[src/sv/tsuv_pkg.sv]
package tsuv_pkg;

  localparam int COORD_WIDTH   = 24;
  localparam int UV_FRAC_BITS  = 16;
  localparam int CORDIC_STAGES = 18;
  localparam int ISQRT_STAGES  = 32;

  localparam int UV_W  = UV_FRAC_BITS + 1;
  localparam int REG_W = 17;
  localparam int NW    = 33;
  localparam int CW    = 36;
  localparam int PH_W  = 32;
  localparam int SQ_W  = 64;
  localparam int NORM_TOP = 30;

  // pipeline depths
  localparam int NORM_LAT   = 2;
  localparam int U_LAT      = 1 + CORDIC_STAGES;
  localparam int V_LAT      = 2 + ISQRT_STAGES + 1 + CORDIC_STAGES;
  localparam int U_DELAY    = V_LAT - U_LAT;
  localparam int VERTEX_LAT = NORM_LAT + V_LAT + 1;
  localparam int TOTAL_LAT  = VERTEX_LAT + 1;

  localparam logic [UV_W-1:0] UV_HALF = UV_W'(1) << (UV_FRAC_BITS - 1);
  localparam logic [UV_W-1:0] UV_ONE  = UV_W'(1) << UV_FRAC_BITS;

  // register indexes
  localparam logic [7:0] REG_SEAM_LOW_THR  = 8'd0;
  localparam logic [7:0] REG_SEAM_HIGH_THR = 8'd1;
  localparam logic [7:0] REG_SEAM_HIGH_VAL = 8'd2;
  localparam logic [7:0] REG_SEAM_LOW_VAL  = 8'd3;

  typedef struct packed {
    logic signed [CW-1:0] x;
    logic signed [CW-1:0] y;
    logic [PH_W-1:0]      ph;
  } cordic_t;

  typedef struct packed {
    logic [SQ_W-1:0] n;
    logic [SQ_W-1:0] res;
  } isqrt_t;

  typedef struct packed {
    logic [REG_W-1:0] low_thr;
    logic [REG_W-1:0] high_thr;
    logic [REG_W-1:0] high_val;
    logic [REG_W-1:0] low_val;
  } seam_cfg_t;

  // arctangent of 2^-k in units of 2^-32 turn
  function automatic logic [PH_W-1:0] atan_turn(input logic [4:0] k);
    logic [PH_W-1:0] r;
    case (k)
      5'd0:  r = 32'd536870912;
      5'd1:  r = 32'd316933406;
      5'd2:  r = 32'd167458907;
      5'd3:  r = 32'd85004756;
      5'd4:  r = 32'd42667331;
      5'd5:  r = 32'd21354465;
      5'd6:  r = 32'd10679838;
      5'd7:  r = 32'd5340245;
      5'd8:  r = 32'd2670163;
      5'd9:  r = 32'd1335087;
      5'd10: r = 32'd667544;
      5'd11: r = 32'd333772;
      5'd12: r = 32'd166886;
      5'd13: r = 32'd83443;
      5'd14: r = 32'd41722;
      5'd15: r = 32'd20861;
      5'd16: r = 32'd10430;
      5'd17: r = 32'd5215;
      5'd18: r = 32'd2608;
      5'd19: r = 32'd1304;
      5'd20: r = 32'd652;
      5'd21: r = 32'd326;
      5'd22: r = 32'd163;
      5'd23: r = 32'd81;
      5'd24: r = 32'd41;
      5'd25: r = 32'd20;
      5'd26: r = 32'd10;
      5'd27: r = 32'd5;
      5'd28: r = 32'd3;
      5'd29: r = 32'd1;
      5'd30: r = 32'd1;
      default: r = 32'd0;
    endcase
    return r;
  endfunction

endpackage

[src/sv/tsuv_seam.sv]
module tsuv_seam (
  input  logic                        clk,
  input  tsuv_pkg::seam_cfg_t         cfg,
  input  logic [tsuv_pkg::UV_W-1:0]   u_a,
  input  logic [tsuv_pkg::UV_W-1:0]   u_b,
  input  logic [tsuv_pkg::UV_W-1:0]   u_c,
  input  logic [tsuv_pkg::UV_W-1:0]   v_a,
  input  logic [tsuv_pkg::UV_W-1:0]   v_b,
  input  logic [tsuv_pkg::UV_W-1:0]   v_c,
  input  logic                        z_a,
  input  logic                        z_b,
  input  logic                        z_c,
  output logic [tsuv_pkg::UV_W-1:0]   o_u_a,
  output logic [tsuv_pkg::UV_W-1:0]   o_u_b,
  output logic [tsuv_pkg::UV_W-1:0]   o_u_c,
  output logic [tsuv_pkg::UV_W-1:0]   o_v_a,
  output logic [tsuv_pkg::UV_W-1:0]   o_v_b,
  output logic [tsuv_pkg::UV_W-1:0]   o_v_c,
  output logic                        o_zero
);
  import tsuv_pkg::*;

  logic lo_a, lo_b, lo_c, hi_a, hi_b, hi_c;
  logic [UV_W-1:0] nu_a, nu_b, nu_c;

  // first matching seam pattern wins
  always_comb begin
    lo_a = u_a < cfg.low_thr;
    lo_b = u_b < cfg.low_thr;
    lo_c = u_c < cfg.low_thr;
    hi_a = u_a > cfg.high_thr;
    hi_b = u_b > cfg.high_thr;
    hi_c = u_c > cfg.high_thr;
    nu_a = u_a;
    nu_b = u_b;
    nu_c = u_c;
    if (lo_a && hi_b && hi_c) begin
      nu_a = cfg.high_val;
    end else if (lo_b && hi_a && hi_c) begin
      nu_b = cfg.high_val;
    end else if (lo_c && hi_a && hi_b) begin
      nu_c = cfg.high_val;
    end else if (hi_a && lo_b && lo_c) begin
      nu_a = cfg.low_val;
    end else if (hi_b && lo_a && lo_c) begin
      nu_b = cfg.low_val;
    end else if (hi_c && lo_a && lo_b) begin
      nu_c = cfg.low_val;
    end
  end

  always_ff @(posedge clk) begin
    o_u_a  <= nu_a;
    o_u_b  <= nu_b;
    o_u_c  <= nu_c;
    o_v_a  <= v_a;
    o_v_b  <= v_b;
    o_v_c  <= v_c;
    o_zero <= z_a | z_b | z_c;
  end

endmodule

[config.mk]
export PLATFORM = sky130hd
export DESIGN_NAME = tsuv_seam
export DESIGN_NICKNAME = d
export VERILOG_FILES = /design/src/sv/tsuv_pkg.sv /design/src/sv/tsuv_seam.sv
export SDC_FILE = /design/constraint.sdc
export NUM_CORES = 1
export LEC_CHECK = 0
export CAP_MARGIN = 10
export CORE_UTILIZATION = 34
export DETAILED_ROUTE_END_ITERATION = 12
export DONT_BUFFER_PORTS = 1
export PLACE_DENSITY_LB_ADDON = 0.3
export SYNTH_ARGS = -nofsm -noshare
export SYNTH_HDL_FRONTEND = slang
export SYNTH_SLANG_ARGS = --single-unit
[constraint.sdc]
create_clock -name clk -period 5.75 [get_ports clk]
set_input_delay 0.575 -clock clk [delete_from_list [all_inputs] [get_ports clk]]
set_output_delay 0.575 -clock clk [all_outputs]
set_load 0.02 [all_outputs]
==> results.md, run 1 <==
- Status: completed
- Period utilization: 62.3%
- TritonCTS Buffers: 9
- Required @ worst endpoint: 6.02 ns
- Gr ovfl total: 0
- Clk slew on worst S/H paths: 0.08 ns
- Resized cells post-CTS: 0
- Highest clock rate: 279 MHz
- NumNets Final: 815
- DRC violations left: 0
- Synth unique cells: 45
- Slew Viols, Final: 0
- Placeable Area: 0.0158 mm^2
- CP max FO: 10
- Number of synthesized flops with an enable pin: 0
- Pleak: 2.80 nW
- Worst slew margin: 39.0%
- Worst slew pin tran: 0.891 ns
- Synth Net Count: 811
- Initial Utilization: 34.7%
- Largest net degree at the start of global routing: 52
- Chip width: 129 um
- TritonCTS clock tree: done
- Share of post-route cells with drive strength above 1: 11.2%
- Avg WL per Cell: 23.2 um
- Post-DRT Antenna Nets: 0
- Peak supply drop: 0.165 mV
- # port buffers: 0
- P&R area growth vs syn: 10.1%
- Max Cap Viol: 0
- Antenna Cells: 0
- Setup Total Neg Slack: 0 ns
- Overall Power: 1.85 mW
- GRT Util Overall: 20.8%
- Mux cell area share after synthesis: 10.6%
- CTS Hold Buffers Added: 0
- Tmin final: 3.58 ns
- Seq cells post-synth: 103
- Post-Syn Area: 0.00550 mm^2
- Top Ports: 277
- CTS root buffer: clkbuf_16
- Critical path, cell by cell: inv_1 > ha_1 > a2111oi_0 > a41oi_1 > nor2b_1 > nand4_1 > buf_4 > mux2i_1 > o21ai_0
- Hold path start: v_b[7]
- Die height: 129 um
- Yosys warns: 0
- Syn avg cell area: 10.2 um^2
- Number of global-route vias before repair: 4353
- Die area: 0.0167 mm^2
- HPWL after DPL: 14.5 mm
- Initial DRT Pass Iterations: 5
- Async S/R FF share, synth: 0%
- Longest Clk Path Bufs: 2
- RePlAce Congestion: 0.890
- Final setup fails: 0
- Worst path slowest cell: a2111oi_0
- Crit end category: flip-flop
- Worst path arrival time: 3.85 ns
- Drt first-iter violations: 173
- Synth Area in Simple Gates: 9.04%
- Worst setup startpoint: cfg[66]
- RSZ-0062 raised after global routing: false
- Sink Count: 103
- WL final: 17.7 mm
- Via count: 4161
- Fill cells: 1587
- Crit path kind: in2reg
- Worst hold stages: 0
- Via density: 5.45
- Largest family of logic cells by synthesized area: adder cells
- Pwr per Cell Area: 305 mW/mm^2
- First-pass GRT wire length: 25.0 mm
- Initial antenna violation count: 0
- Startpoint types: input pin
- Post-Syn Instances: 538
- XOR/XNOR Fraction of Synth Area: 0%
- Htree depth: 3
- Hold Path Class: in2reg
- Dominant synthesized flop cell: dfxtp_1
- Adder-Cell Fraction of Synth Area: 22.5%
- Row cnt: 46
- Critical Path Max Stage Delay: 0.82 ns
- Seq/Total Area, Yosys: 37.5%
- Compound-cell area share of the yosys netlist: 16.0%
- Post-CTS setup buffers: 0
- Final Hold Viols: 0
sequential cells by signal (all words and copies together), names as in the netlist:
name	count
o_v_b	17
o_v_a	17
o_v_c	17
o_u_c	17
o_u_a	17
o_zero	1
o_u_b	17
metal layers:
| layer | GRT usage, % | up-vias | share of wire, % |
|---|---|---|---|
| li1 | - | 2001 | - |
| met1 | 22.4 | 1916 | 40 |
| met2 | 36.8 | 222 | 49 |
| met3 | 7.80 | 22 | 8.8 |
| met4 | 7.82 | 0 | 2.3 |
| met5 | 0 | - | 0 |
synthesized netlist by cell type, types with 2 or more instances:
cell type / instances / area share, %
a2111oi_0: 4 / 0.64
a211oi_1: 6 / 0.82
a21boi_0: 2 / 0.27
a21o_1: 5 / 0.68
a21oi_1: 34 / 3.1
a221oi_1: 2 / 0.32
a41oi_1: 2 / 0.32
and3_1: 2 / 0.23
and4_1: 2 / 0.32
buf_2: 4 / 0.36
clkbuf_1: 7 / 0.48
dfxtp_1: 103 / 38
ha_1: 99 / 23
inv_1: 42 / 2.9
mux2_2: 22 / 4.5
mux2_4: 9 / 2.5
mux2i_1: 20 / 3.6
nand2_1: 34 / 2.3
nand2b_1: 5 / 0.57
nand3_1: 13 / 1.2
nand4_1: 15 / 1.7
nor2_1: 11 / 0.75
nor2b_1: 2 / 0.23
nor3_1: 4 / 0.36
nor4_1: 2 / 0.23
o21ai_0: 30 / 2.7
o21ai_1: 2 / 0.18
o22a_1: 35 / 5.6
o22ai_1: 3 / 0.34
or3_1: 2 / 0.23
area by class of cell:
type | count | area (um^2) | area share (%)
clock inverter | 7 | 78.8 | 1.30
tap | 216 | 270 | 4.46
multi-input combinational | 379 | 3210 | 53.0
inverter | 42 | 158 | 2.60
clock buffer | 9 | 225 | 3.72
sequential | 103 | 2060 | 34.1
timing repair buffer | 7 | 52.6 | 0.868
report_power, final:
group          total, mW  internal, mW  switching (mW)
Sequential         0.905         0.786           0.119
Combinational      0.316         0.144           0.172
Clock              0.626         0.311           0.315
Total               1.85          1.24           0.606
worst paths after layout:
kind / to
max: o_u_a[6]$_DFF_P_
min: o_v_b[7]$_DFF_P_
placed cells by master, fill, tap and decap left out, types with 13 or more instances in the layout:
cell type  netlist  final
mux2i_1         20     20
inv_1           42     42
mux2_2          22     22
nand4_1         15     15
o21ai_0         30     30
nand3_1         13     13
ha_1            99     99
a21oi_1         34     33
dfxtp_1        103    103
o22a_1          35     35
nand2_1         34     34
stage by stage:
stage               area, um^2  util [%]  cells  worst slack, ns  hold slack (ns)
global placement          5750      36.3    747             1.84            0.603
finish                    6050      38.2    763             2.17            0.230
global route              6050      38.2    763             1.98            0.211
detailed placement        5750      36.3    747             1.80            0.603
CTS                       6050      38.2    763             2.17            0.220
floorplan                 5500         -    538             2.61            0.603
critical path, delay by kind of cell:
kind | cells | cell delay (ns)
AOI/OAI and AO/OA | 3 | 1.33
and+or+nand+nor | 2 | 0.92
muxes | 1 | 0.14
adders and majority gates | 1 | 0.32
buffers and inverters | 2 | 0.55
cell families (layout without fill, tap and decap cells):
family | Yosys count | after routing
compound gates | 131 | 131
flops | 103 | 103
fa+ha+maj | 99 | 99
simple gates | 98 | 98
buf+inv | 56 | 65
mux | 51 | 51
Power figures use the tool's default switching activity.
==> run 2: changes to the inputs <==
- clock period: 5.75 -> 3.1 ns (I/O delays scaled with it)
==> run 2 against run 1 <==
- final cell count rose by 8.7%
- clock power rose by 85%
- first-iteration DRC count rose by 34%
- via count rose by 6.1%
- die area did not move
- sequential power rose by 86%
- critical path depth rose by 1
- critical path type unchanged
- highest routed layer unchanged
==> results.md, run 2 (same netlist as run 1, synthesis figures left out) <==
- Critical path, cell by cell: inv_1 > ha_1 > o21ai_0 > o21ai_0 > a211oi_1 > o311ai_0 > or4_1 > o22a_1 > buf_4 > mux2_4
- Initial DRT Pass Iterations: 4
- Initial antenna violation count: 0
- WL final: 18.4 mm
- Worst path slowest cell: or4_1
- Avg WL per Cell: 22.2 um
- Most frequent cells in the layout: dfxtp_1 (103), ha_1 (99), dlygate4sd3_1 (51)
- Drt first-iter violations: 232
- DRC violations left: 0
- Clk slew on worst S/H paths: 0.08 ns
- CTS Hold Buffers Added: 51
- Highest clock rate: 363 MHz
- Largest net degree at the start of global routing: 37
- CP max FO: 5
- Sink Count: 103
- WHS: 0.0460 ns
- M1 WL: 7.38 mm
- Area of the multi-input gates: 0.00321 mm^2
- Max Cap Viol: 0
- Delay-heaviest family, CP: compound AO/OA/AOI/OAI gates
- Critical Path Max Stage Delay: 0.54 ns
- Worst slew pin tran: 0.702 ns
- Slew Viols, Final: 0
- Status: completed
- RePlAce Congestion: 0.883
- Setup Total Neg Slack: 0 ns
- Pwr per Cell Area: 524 mW/mm^2
- TritonCTS Buffers: 9
- Die area: 0.0167 mm^2
- RSZ-0062 raised after global routing: false
- Clock power share: 33.2%
- Longest Clk Path Bufs: 2
- Number of global-route vias before repair: 4522
- Met2 routed WL: 9.31 mm
- Hold path start: z_c
- Gr ovfl total: 0
- Register area: 0.00206 mm^2
- Row cnt: 46
- Chip width: 129 um
- DR top layer: met4
- Worst slew margin: 52.0%
- Psw: 1.14 mW
- Tmin final: 2.75 ns
- Int Pwr: 2.37 mW
- Post-CTS setup buffers: 0
- CTS root buffer: clkbuf_16
- Switching Share: 32.4%
- Crit end category: flip-flop
- Startpoint types: input pin
- Final Hold Viols: 0
- NumNets Final: 881
- Top Ports: 277
- Worst setup startpoint: cfg[52]
- Final core occ: 42.3%
- Placeable Area: 0.0158 mm^2
- First-pass GRT wire length: 25.8 mm
- Die height: 129 um
- Crit path top cell by count: o21ai_0
- Antenna Cells: 0
- # port buffers: 0
- Fill cells: 1518
- Final setup fails: 0
- Via count: 4413
- Pleak: 3.09 nW
- Post-DRT Antenna Nets: 0
- Worst path arrival time: 3.00 ns
- Comb power frac: 18.9%
- Required @ worst endpoint: 3.34 ns
- Hold Path Class: in2reg
- Share of post-route cells with drive strength above 1: 12.4%
- Sequential share of power: 47.9%
- Crit path kind: in2reg
- Peak supply drop: 0.293 mV
- Initial Utilization: 34.7%
- Htree depth: 3
- Most common cell after layout, fill and taps aside: dfxtp_1
- Period utilization: 88.8%
- Via density: 5.32
- P&R area growth vs syn: 21.7%
- Resized cells post-CTS: 0
- TritonCTS clock tree: done
- GRT Util Overall: 21.4%
- CP bufs+invs: 2
- HPWL after DPL: 14.8 mm
- Met3 Wirelength: 1.43 mm
==> run 2: changes by cell type in the layout (fill, tap and decap cells not counted), sizes merged <==
cell         previous run  this run
buf                     7        22
dlygate4sd3             0        51
inv                    47        46
clkinv                  2         3
==> run 2: path summary, 6_finish.rpt <==
| path | to | slack, ns | depth (start not counted) |
|---|---|---|---|
| hold / removal | o_zero$_DFF_P_ | 0.05 | 1 |
| setup / recovery | o_u_c[14]$_DFF_P_ | 0.35 | 10 |
==> run 2: final cells by class <==
| cell class | count | share of cell area, % |
|---|---|---|
| inverters | 42 | 2.36 |
| multi-input cells | 379 | 47.9 |
| clock buffers | 9 | 3.37 |
| well taps | 216 | 4.04 |
| flip-flops and latches | 103 | 30.8 |
| clock inverters | 7 | 1.22 |
| repair buffers | 73 | 10.3 |
==> run 2: stage by stage <==
step	cell area [um^2]	total power, mW	cells	setup WS, ns
4_1_cts	6690	3.54	829	0.371
6_report	6690	3.51	829	0.349
2_1_floorplan	5500	2.13	538	0.229
5_1_grt	6690	3.67	829	0.135
3_3_place_gp	5870	2.31	762	0.0604
3_5_place_dp	5870	2.32	762	-0.0181
==> run 2: layer usage <==
metal | vias to the layer above | track usage (%)
li1 | 2135 | -
met1 | 2060 | 23.5
met2 | 204 | 39.1
met3 | 14 | 6.44
met4 | 0 | 6.85
met5 | - | 0
==> run 2: power by group through the flow <==
stage | Combinational (mW) | Clock (mW) | Sequential, mW
after floorplan | 0.437 | 0 | 1.69
after global placement | 0.602 | 0 | 1.71
after detailed placement | 0.613 | 0 | 1.71
after CTS | 0.667 | 1.19 | 1.68
after global routing | 0.734 | 1.24 | 1.69
final | 0.662 | 1.16 | 1.68
==> run 3: changes to the inputs <==
- GPL_TIMING_DRIVEN: default -> 0
==> run 3 against run 2 <==
- hold slack gained 0.013 ns
- first-iteration DRC count shrank 42%
- critical endpoint is now o_u_b[15]$_DFF_P_
- via count grew 0.95%
- worst setup slack lost 0.27 ns
==> results.md, run 3 (same netlist as run 1, synthesis figures left out) <==
- Hold path start: cfg[20]
- Non-Filler Cell Area, Final: 0.00663 mm^2
- Overall Power: 3.49 mW
- Htree depth: 3
- Crit end category: flip-flop
- Top Ports: 277
- Sequential share of power: 48.0%
- TritonCTS Buffers: 9
- NumNets Final: 873
- Switching Share: 32.6%
- Startpoint types: input pin
- Worst slew margin: 45.5%
- Pwr per Cell Area: 526 mW/mm^2
- Crit path kind: in2reg
- # port buffers: 0
- Placed Instance Area: 0.00577 mm^2
- P&R area growth vs syn: 20.6%
- TritonCTS clock tree: done
- CTS root buffer: clkbuf_16
- Worst hold stages: 2
- Comb power frac: 18.9%
- RSZ-0062 raised after global routing: false
- DRC violations left: 0
- Initial antenna violation count: 0
- Max Cap Viol: 0
- Gr ovfl total: 0
- Via count: 4455
- Required @ worst endpoint: 3.30 ns
- Drt first-iter violations: 134
- Initial Utilization: 34.7%
- Most frequent cells in the layout: dfxtp_1 (103), ha_1 (99), dlygate4sd3_1 (51)
- Psw: 1.14 mW
- Final Hold Viols: 0
- Sink Count: 103
- Inst Count DP: 754
- Hold Path End: o_u_a[3]$_DFF_P_
- Final worst slack: 0.0833 ns
- Worst slew pin tran: 0.818 ns
- Post-DRT Antenna Nets: 0
- Highest clock rate: 331 MHz
- Hold Path Class: in2reg
- HPWL after DPL: 14.7 mm
- Pleak: 3.03 nW
- WL final: 18.8 mm
- Longest Clk Path Bufs: 2
- RePlAce Congestion: 0.884
- Placeable Area: 0.0158 mm^2
- Avg WL per Cell: 22.9 um
- Clock power share: 33.1%
- Row cnt: 46
- Tmin final: 3.02 ns
- Post-Layout Cell Count: 822
- Final core occ: 41.9%
- Initial DRT Pass Iterations: 4
- Die height: 129 um
- Chip width: 129 um
- Final setup fails: 0
- Most common cell after layout, fill and taps aside: dfxtp_1
- Number of global-route vias before repair: 4616
- Int Pwr: 2.35 mW
- Clk slew on worst S/H paths: 0.08 ns
- Slew Viols, Final: 0
- Die area: 0.0167 mm^2
- Setup Total Neg Slack: 0 ns
- First-pass GRT wire length: 26.7 mm
- Peak supply drop: 0.241 mV
- Pre-CTS setup slack: -1.04 ns
- Worst path arrival time: 3.21 ns
- Status: completed
- Share of post-route cells with drive strength above 1: 11.1%
- CP max FO: 10
- Period utilization: 97.3%
- Via density: 5.42
- GRT Util Overall: 22.3%
- WHS: 0.0589 ns
- Largest net degree at the start of global routing: 22
[run 3: cell types whose count changed in the layout (fill, tap and decap cells not counted), moves of 2 or more]
| cell | before | now |
|---|---|---|
| clkbuf_1 | 0 | 5 |
| nand3_1 | 13 | 11 |
| nand3_2 | 0 | 2 |
| buf_4 | 21 | 1 |
| buf_2 | 0 | 4 |
| clkbuf_2 | 0 | 2 |
[run 3: worst max path at each step]
stage               slack (ns)  startpoint                end
floorplan                 0.23     cfg[42]  o_u_c[10]$_DFF_P_
global placement         -0.96     cfg[52]  o_u_b[15]$_DFF_P_
detailed placement       -1.04     cfg[52]  o_u_b[15]$_DFF_P_
CTS                       0.02     cfg[52]  o_u_a[15]$_DFF_P_
global route              0.03     cfg[35]  o_u_b[15]$_DFF_P_
finish                    0.08     cfg[38]  o_u_b[15]$_DFF_P_
[run 3: power groups by stage]
stage | sequential, mW | combinational [mW] | clock, mW
2_1_floorplan | 1.69 | 0.437 | 0
3_3_place_gp | 1.71 | 0.580 | 0
3_5_place_dp | 1.71 | 0.594 | 0
4_1_cts | 1.68 | 0.655 | 1.18
5_1_grt | 1.69 | 0.732 | 1.24
6_report | 1.68 | 0.659 | 1.16
[run 3: final cells by class]
type	instances	area, um^2
Antenna cell	1	2.50
Sequential cell	103	2060
Multi-Input combinational cell	379	3240
Fill cell	1524	9200
Clock buffer	9	225
Inverter	42	158
Timing Repair Buffer	51	510
Clock inverter	7	86.3
Tap cell	216	270
Buffer	14	82.6
[run 3: per-layer routing]
| layer | part of all wire (%) | wire (um) | up-vias | global-route usage [%] |
|---|---|---|---|---|
| li1 | - | - | 2123 | - |
| met1 | 37 | 6960 | 2083 | 24.1 |
| met2 | 50 | 9470 | 224 | 40.4 |
| met3 | 10 | 1910 | 25 | 7.51 |
| met4 | 2.5 | 468 | 0 | 8.03 |
| met5 | 0 | 0 | - | 0 |
[run 3: critical path, cell delays in order]
cell and delay, ns:
inv_1 0.06, ha_1 0.34, a21oi_1 0.12, o21ai_0 0.15, a2111oi_0 0.56, o22ai_1 0.25, nor2_1 0.19, nand3_2 0.30
a21oi_4 0.42, buf_2 0.37, o22ai_1 0.15
[run 3: what timing repair did]
item / in CTS / in global routing
setup buffers: 0 / 0
resized for setup: 6 / 5
hold endpoints to repair: 51 / 0
endpoints found under the setup margin: 26 / 43
hold buffers: 51 / 0
